**config.mk**
```make
export PLATFORM = sky130hd
export DESIGN_NAME = pwm_channel_frame_packer
export DESIGN_NICKNAME = d
export VERILOG_FILES = /design/src/rtl/pcfp_pkg.sv /design/src/rtl/pwm_channel_frame_packer.sv /design/src/rtl/pcfp_front.sv /design/src/rtl/pcfp_back.sv
export SDC_FILE = /design/constraint.sdc
export NUM_CORES = 2
export LEC_CHECK = 0
export BUFFER_PORTS_ARGS = -buffer_cell sky130_fd_sc_hd__buf_4
export CORE_AREA = 2 2 329 331
export CTS_CLUSTER_DIAMETER = 100
export DETAILED_ROUTE_END_ITERATION = 8
export DIE_AREA = 0 0 331 333
export GPL_ROUTABILITY_DRIVEN = 0
export GPL_TIMING_DRIVEN = 0
export SLEW_MARGIN = 10
export SYNTH_ARGS = -nofsm -noshare
export SYNTH_HDL_FRONTEND = slang
export SYNTH_SLANG_ARGS = --single-unit
```
**constraint.sdc**
```tcl
create_clock -name clk -period 4.3 [get_ports clk]
set_clock_uncertainty 0.05 [all_clocks]
set_input_delay 0.86 -clock clk [delete_from_list [all_inputs] [get_ports clk]]
set_output_delay 0.86 -clock clk [all_outputs]
set_load 0.005 [all_outputs]
```
**src/rtl/pcfp_pkg.sv**
```systemverilog
// Shared types and constants for the PWM channel frame packer.
`timescale 1ns / 1ps

package pcfp_pkg;

    localparam int CHANNELS_PER_DEVICE = 24;
    localparam int CHANNEL_W           = 6;
    localparam int VALUE_W             = 16;
    localparam int PWM_W               = 12;
    localparam int WORD_W              = 2 * PWM_W;

    // Request codes, as carried on func
    typedef enum logic [1:0] {
        OP_WRITE = 2'd0,
        OP_READ  = 2'd1,
        OP_CLEAR = 2'd2,
        OP_FLUSH = 2'd3
    } op_t;

    // Classified request handed from the front queue to the back end
    typedef struct packed {
        op_t                  op;
        logic                 bad;
        logic [CHANNEL_W-1:0] channel;
        logic [VALUE_W-1:0]   value;
    } cmd_t;

endpackage

```
**src/rtl/pwm_channel_frame_packer.sv**
```systemverilog
// Top level of the PWM channel frame packer.
//
//  channel  | valid     | stall     | payload
//  ---------+-----------+-----------+-----------------------------------------------
//  request  | in_valid  | in_stall  | func, channel, value
//  result   | out_valid | out_stall | status, read_value, frame_word, is_frame, last
//
// Write, read and clear each make a single store access in the back end; a
// request passes the queue, the read data stage and the result register.
// A flush first takes an issue slot for setup, then DEVICES*12 frame words at one
// per cycle unless stalled, paced by the single issue slot ahead of both read ports.
// Reset clears every written flag at once, so the store reads zero right away.
// A two-entry queue decouples the sides; in_stall rises only when it is full.
`timescale 1ns / 1ps

module pwm_channel_frame_packer
    import pcfp_pkg::*;
#(
    parameter int DEVICES = 2
)
(
    input  logic                 clk,
    input  logic                 rst_n,
    input  logic                 in_valid,
    output logic                 in_stall,
    input  logic [1:0]           func,
    input  logic [CHANNEL_W-1:0] channel,
    input  logic [VALUE_W-1:0]   value,
    output logic                 out_valid,
    input  logic                 out_stall,
    output logic                 status,
    output logic [VALUE_W-1:0]   read_value,
    output logic [WORD_W-1:0]    frame_word,
    output logic                 is_frame,
    output logic                 last
);

    logic cmd_valid;
    cmd_t cmd;
    logic cmd_pop;

    pcfp_front #(
        .DEVICES (DEVICES)
    ) u_front (
        .clk       (clk),
        .rst_n     (rst_n),
        .in_valid  (in_valid),
        .in_stall  (in_stall),
        .func      (func),
        .channel   (channel),
        .value     (value),
        .cmd_valid (cmd_valid),
        .cmd       (cmd),
        .cmd_pop   (cmd_pop)
    );

    pcfp_back #(
        .DEVICES (DEVICES)
    ) u_back (
        .clk        (clk),
        .rst_n      (rst_n),
        .cmd_valid  (cmd_valid),
        .cmd        (cmd),
        .cmd_pop    (cmd_pop),
        .out_valid  (out_valid),
        .out_stall  (out_stall),
        .status     (status),
        .read_value (read_value),
        .frame_word (frame_word),
        .is_frame   (is_frame),
        .last       (last)
    );

endmodule

```
**src/rtl/pcfp_front.sv**
```systemverilog
// Front end: accepts requests, checks the channel range, queues them.
`timescale 1ns / 1ps

module pcfp_front
    import pcfp_pkg::*;
#(
    parameter int DEVICES = 2
)
(
    input  logic                 clk,
    input  logic                 rst_n,
    input  logic                 in_valid,
    output logic                 in_stall,
    input  logic [1:0]           func,
    input  logic [CHANNEL_W-1:0] channel,
    input  logic [VALUE_W-1:0]   value,
    output logic                 cmd_valid,
    output cmd_t                 cmd,
    input  logic                 cmd_pop
);

    localparam int TOTAL = DEVICES * CHANNELS_PER_DEVICE;

    logic [1:0] count_reg;
    logic       wr_ptr_reg;
    logic       rd_ptr_reg;
    cmd_t       q_reg [2];
    cmd_t       cls;
    logic       push;
    logic       pop;

    // Classify the incoming request
    always_comb
    begin
        cls.op      = op_t'(func);
        cls.bad     = ({2'b00, channel} >= 8'(TOTAL));
        cls.channel = channel;
        cls.value   = value;
    end

    assign in_stall  = (count_reg == 2'd2);
    assign push      = in_valid && !in_stall;
    assign cmd_valid = (count_reg != 2'd0);
    assign pop       = cmd_pop && cmd_valid;
    assign cmd       = q_reg[rd_ptr_reg];

    // Queue pointers and fill level
    always_ff @(posedge clk or negedge rst_n)
    begin
        if (!rst_n)
        begin
            count_reg  <= 2'd0;
            wr_ptr_reg <= 1'b0;
            rd_ptr_reg <= 1'b0;
        end
        else
        begin
            if (push)
            begin
                wr_ptr_reg <= !wr_ptr_reg;
            end
            if (pop)
            begin
                rd_ptr_reg <= !rd_ptr_reg;
            end
            if (push && !pop)
            begin
                count_reg <= count_reg + 2'd1;
            end
            else if (pop && !push)
            begin
                count_reg <= count_reg - 2'd1;
            end
        end
    end

    // Queue entries
    always_ff @(posedge clk)
    begin
        if (push)
        begin
            q_reg[wr_ptr_reg] <= cls;
        end
    end

endmodule

```
**src/rtl/pcfp_back.sv**
```systemverilog
// Back end: channel store, flush sequencer and result register.
`timescale 1ns / 1ps

module pcfp_back
    import pcfp_pkg::*;
#(
    parameter int DEVICES = 2
)
(
    input  logic               clk,
    input  logic               rst_n,
    input  logic               cmd_valid,
    input  cmd_t               cmd,
    output logic               cmd_pop,
    output logic               out_valid,
    input  logic               out_stall,
    output logic               status,
    output logic [VALUE_W-1:0] read_value,
    output logic [WORD_W-1:0]  frame_word,
    output logic               is_frame,
    output logic               last
);

    localparam int TOTAL = DEVICES * CHANNELS_PER_DEVICE;
    localparam int AW    = $clog2(TOTAL);

    typedef enum logic {
        ST_IDLE,
        ST_FLUSH
    } state_t;

    state_t             state_reg;
    state_t             state_next;
    logic [AW-1:0]      flush_hi_reg;
    logic [AW-1:0]      flush_hi_next;

    // channel store: contents plus a written flag per entry
    logic [VALUE_W-1:0] mem [TOTAL];
    logic [TOTAL-1:0]   vld_reg;
    logic [VALUE_W-1:0] rd_a_reg;
    logic [VALUE_W-1:0] rd_b_reg;
    logic               rdv_a_reg;
    logic               rdv_b_reg;

    // issue stage outputs
    logic               issue_en;
    logic               out_adv;
    logic               iss_valid;
    op_t                iss_op;
    logic               iss_status;
    logic               iss_last;
    logic [AW-1:0]      addr_a;
    logic [AW-1:0]      addr_b;
    logic [AW-1:0]      wr_addr;
    logic               mem_we;
    logic               vld_clear;

    // read data stage
    logic               s1_valid_reg;
    op_t                s1_op_reg;
    logic               s1_status_reg;
    logic               s1_last_reg;

    // result register
    logic               out_valid_reg;
    logic               status_reg;
    logic [VALUE_W-1:0] read_value_reg;
    logic [WORD_W-1:0]  frame_word_reg;
    logic               is_frame_reg;
    logic               last_reg;

    logic [PWM_W-1:0]   pwm_a;
    logic [PWM_W-1:0]   pwm_b;

    assign out_adv  = !out_valid_reg || !out_stall;
    assign issue_en = !s1_valid_reg || out_adv;
    assign wr_addr  = AW'(cmd.channel);
    assign addr_b   = flush_hi_reg - AW'(1);

    // Issue: pick the next store access, one per cycle while issue_en holds
    always_comb
    begin
        cmd_pop       = 1'b0;
        iss_valid     = 1'b0;
        iss_op        = cmd.op;
        iss_status    = 1'b0;
        iss_last      = 1'b1;
        addr_a        = AW'(cmd.channel);
        mem_we        = 1'b0;
        vld_clear     = 1'b0;
        state_next    = state_reg;
        flush_hi_next = flush_hi_reg;
        if (issue_en)
        begin
            unique case (state_reg)
                ST_FLUSH:
                begin
                    iss_valid     = 1'b1;
                    iss_op        = OP_FLUSH;
                    addr_a        = flush_hi_reg;
                    iss_last      = (flush_hi_reg == AW'(1));
                    flush_hi_next = flush_hi_reg - AW'(2);
                    if (iss_last)
                    begin
                        state_next = ST_IDLE;
                    end
                end
                ST_IDLE:
                begin
                    if (cmd_valid)
                    begin
                        cmd_pop = 1'b1;
                        unique case (cmd.op)
                            OP_WRITE:
                            begin
                                iss_valid  = 1'b1;
                                iss_status = cmd.bad;
                                mem_we     = !cmd.bad;
                            end
                            OP_READ:
                            begin
                                iss_valid  = 1'b1;
                                iss_status = cmd.bad;
                            end
                            OP_CLEAR:
                            begin
                                iss_valid = 1'b1;
                                vld_clear = 1'b1;
                            end
                            OP_FLUSH:
                            begin
                                state_next    = ST_FLUSH;
                                flush_hi_next = AW'(TOTAL - 1);
                            end
                        endcase
                    end
                end
            endcase
        end
    end

    // Store contents and registered read ports
    always_ff @(posedge clk)
    begin
        if (mem_we)
        begin
            mem[wr_addr] <= cmd.value;
        end
        if (issue_en)
        begin
            rd_a_reg <= mem[addr_a];
            rd_b_reg <= mem[addr_b];
        end
    end

    // Top 12 bits of each value; an unwritten entry reads as zero
    assign pwm_a = rdv_a_reg ? rd_a_reg[VALUE_W-1 -: PWM_W] : '0;
    assign pwm_b = rdv_b_reg ? rd_b_reg[VALUE_W-1 -: PWM_W] : '0;

    // Sequencer state, pipeline control and result register
    always_ff @(posedge clk or negedge rst_n)
    begin
        if (!rst_n)
        begin
            state_reg      <= ST_IDLE;
            flush_hi_reg   <= '0;
            vld_reg        <= '0;
            rdv_a_reg      <= 1'b0;
            rdv_b_reg      <= 1'b0;
            s1_valid_reg   <= 1'b0;
            s1_op_reg      <= OP_WRITE;
            s1_status_reg  <= 1'b0;
            s1_last_reg    <= 1'b0;
            out_valid_reg  <= 1'b0;
            status_reg     <= 1'b0;
            read_value_reg <= '0;
            frame_word_reg <= '0;
            is_frame_reg   <= 1'b0;
            last_reg       <= 1'b0;
        end
        else
        begin
            state_reg    <= state_next;
            flush_hi_reg <= flush_hi_next;
            if (vld_clear)
            begin
                vld_reg <= '0;
            end
            else if (mem_we)
            begin
                vld_reg[wr_addr] <= 1'b1;
            end
            if (issue_en)
            begin
                rdv_a_reg     <= vld_reg[addr_a];
                rdv_b_reg     <= vld_reg[addr_b];
                s1_valid_reg  <= iss_valid;
                s1_op_reg     <= iss_op;
                s1_status_reg <= iss_status;
                s1_last_reg   <= iss_last;
            end
            if (out_adv)
            begin
                out_valid_reg  <= s1_valid_reg;
                status_reg     <= s1_status_reg;
                read_value_reg <= (s1_op_reg == OP_READ && !s1_status_reg && rdv_a_reg)
                                  ? rd_a_reg : '0;
                frame_word_reg <= (s1_op_reg == OP_FLUSH) ? {pwm_a, pwm_b} : '0;
                is_frame_reg   <= (s1_op_reg == OP_FLUSH);
                last_reg       <= s1_last_reg;
            end
        end
    end

    assign out_valid  = out_valid_reg;
    assign status     = status_reg;
    assign read_value = read_value_reg;
    assign frame_word = frame_word_reg;
    assign is_frame   = is_frame_reg;
    assign last       = last_reg;

endmodule

```
==> flow_summary.yaml <==
status:
  status: "finished with violations"
  violations: "negative setup slack"
worst_setup_path:
  path_max_fanout: 10
  arrival_ps: 4650
  start_kind: "flop"
  worstPathRequired_ps: 4630
  worstSetupPathType: "flop to flop"
  endpoint_kind: "flop"
  rrSetupSlack_ps: -30
final_layout:
  diodes: 0
  nNetsFinal: 2740
  seq_area_sq_um: 28160
  multiInputGateArea_sq_um: 13950
  area_delta_synth_final_pct: 17.32
  fillers: 9003
  largest_reg_flops: 768
  final_util_pct: 46.55
  layout-drive-gt1-share_pct: 29.06
  layout.cells.non_filler: 4194
global_route:
  grt_pass1_vias: 26741
  antenna_found_initial: 13
  grt_remaining_overflow: 0
  grt_max_degree: 111
  grt_pass1_wl_microns: 206700
  grt_usage_pct: 26.80
synthesis:
  synth_mux_area_share_pct: 18.81
  yosysWarnings: 0
  async_reset_ff_share_pct: 11.51
  netlist_instances: 2481
  synth_compound_gate_area_share_pct: 7.668
  synth_area_sq_um: 42290
  ys_seq_elements: 956
  synthXorXnorAreaFrac_pct: 0.2071
  synth_edf_count: 846
  yosysTopAreaCell: "edfxtp_1"
  yosysMostFrequentCell: "edfxtp_1"
  seq_area_frac_synth_pct: 66.57
  syn_avg_cell_area_sq_um: 17.05
  synth_top_family_by_area: "multiplexers"
  synth_ff_type: "edfxtp_1"
  yosys.area_share.simple_pct: 4.432
  yosys-top-cells-area: "edfxtp_1 60%, mux4_2 14%, dfrtp_1 6.5%, mux2i_1 3.1%, nand2_1 1.4%"
  synth_common_cells: "846 x edfxtp_1, 268 x mux4_2, 163 x nand2_1, 132 x mux2i_1, 114 x a21oi_1"
  synth_top_area_share_pct: 60.07
  syn_nets: 2514
  synth_fa_ha_area_share_pct: 0.1479
  ys_types: 72
route:
  routedWlPerCell_microns: 35.34
  viasPerCell: 6.544
  ant_nets: 0
  drtIter0Drc: 4912
  via_count: 27446
  drc_errors: 0
  routed_wl_microns: 148200
  drtPass1Iterations: 8
timing:
  setup_viol: 2
  finalHoldViolCount: 0
  tightest_slew_ps: 1306
  finalWorstSetupSlack_ps: -28.38
  fmax_mhz: 231.0
  fin_crit_sh_pct: 100.7
  drv_slew: 0
  slew_headroom_pct: 12.94
  period_needed_ps: 4328
power:
  ir_drop_v: 0.0003467
  powerDensity_nw_per_um2: 741.1
  p_leak_nw: 16.72
place:
  placed_cells: 4007
  io_buffers: 72
  dp_hpwl_microns: 103200
  place_ws_ps: -1452
clock_network:
  clock-sinks: 956
  clock_latency_ps: 690
  clk_path_buf_depth: 3
  cts_inserted_buffers: 98
  cts-root-buf: "clkbuf_16"
  cts-htree-levels: 3
  clk_pin_slew_ps: 70
  cts_tree: "built"
die:
  die_x_microns: 331
  die_h_microns: 333
  row_count: 120
  initial_utilization_pct: 39.67
  core-area_sq_um: 106600
  dieArea_sq_um: 110200
  io_pins: 73
flow_run:
  max_cap_violations: 0
hold_path:
  hold_class: "primary input to async pin"
==> cells by family (layout without fill, tap and decap cells) <==
| family | after synthesis | in the layout |
|---|---|---|
| flip-flops | 956 | 956 |
| AO/OA/AOI/OAI | 478 | 478 |
| multiplexers | 441 | 441 |
| AND/OR/NAND/NOR | 402 | 402 |
| buffers and inverters | 189 | 499 |
| XOR/XNOR | 10 | 10 |
| adder cells (fa/ha/maj) | 5 | 5 |
==> power by group <==
| part | internal (W) | switching [W] |
|---|---|---|
| Clock | 0.00535 | 0.00376 |
| Combinational | 0.00476 | 0.0109 |
| Sequential | 0.0117 | 0.000277 |
==> critical path, cell delays in order, from the launching register on <==
cell	delay [ps]
dfrtp_1	430
and3_1	190
buf_4	190
inv_2	140
buf_4	230
a211oi_2	150
a32oi_2	640
clkbuf_1	760
o22ai_1	400
nor4b_4	620
a211oi_2	200
==> metrics by stage <==
step	setup TNS (ps)	cell area, sq um	power [W]	hold WS [ps]
after global placement	-578320	44590	0.02598	399.1
final	-49.95	49620	0.03677	276.8
after detailed placement	-45610	45620	0.02645	398.5
after floorplan	0	42290	0.01950	376.7
after CTS	0	49460	0.03604	281.8
after global routing	-22.77	49620	0.03743	289.7
==> path summary, 6_finish.rpt <==
check | startpoint | endpoint | cells after the start
max | u_back.out_valid | u_back.rd_a_reg[1] | 10
min | rst_n | u_back.flush_hi_reg[3] | 1
max reg2reg | u_back.out_valid | u_back.rd_a_reg[1] | 10
min reg2reg | u_back.s1_valid_reg | u_back.out_valid | 1
max in group asynchronous | rst_n | u_back.vld_reg[3] | 1
min in group clk | value[15] | u_front.q_reg[1][15] | 1
==> cell usage in the layout (no fill, tap or decap), types with 8 or more instances in the layout <==
cell type,synthesis,final
buf_1,12,9
a22oi_1,16,16
a2111oi_0,32,12
a2111oi_2,0,11
nor2_1,89,38
mux2i_1,132,124
o21a_1,49,49
clkbuf_1,78,70
nor2b_1,12,12
dfrtp_1,110,110
or4_1,9,9
nand3_1,63,63
o22ai_1,43,43
o21ai_0,78,77
clkbuf_2,0,17
a211oi_1,29,18
clkinv_1,0,15
a22o_1,49,49
buf_8,0,33
buf_4,22,104
edfxtp_1,846,846
mux2_2,30,28
nor2_4,1,10
clkbuf_16,0,99
and3_1,16,16
a21oi_1,114,114
bufinv_16,0,17
a211oi_2,0,8
mux4_2,268,268
nand2_1,163,163
mux4_1,8,8
clkinv_2,0,22
nor2_2,0,42
buf_2,53,55
inv_1,17,17
==> layout make-up <==
class	count	area share, %
buffer	170	1.816
inverter	19	0.1437
tap	1403	3.538
clock inverter	68	1.720
multi-input combinational	1336	28.11
clock buffer	116	5.222
timing repair buffer	126	2.703
sequential	956	56.75
==> repair_timing <==
item                                    CTS  global route
resized for setup                        79            33
endpoints found under the setup margin   30            24
gates cloned                              0             0
setup buffers                             3             0
hold buffers                              0             0
pin swaps                                 1             1
==> per-layer routing <==
layer  share of wire [%]  global-route usage (%)  vias to the layer above
li1                    -                       -                    10670
met1                  37                   36.11                    14096
met2                  44                   39.52                     2262
met3                  13                   8.171                      412
met4                 5.7                   12.94                        6
met5               0.031                       0                        -
No activity file was read; power rests on OpenSTA's default activity.
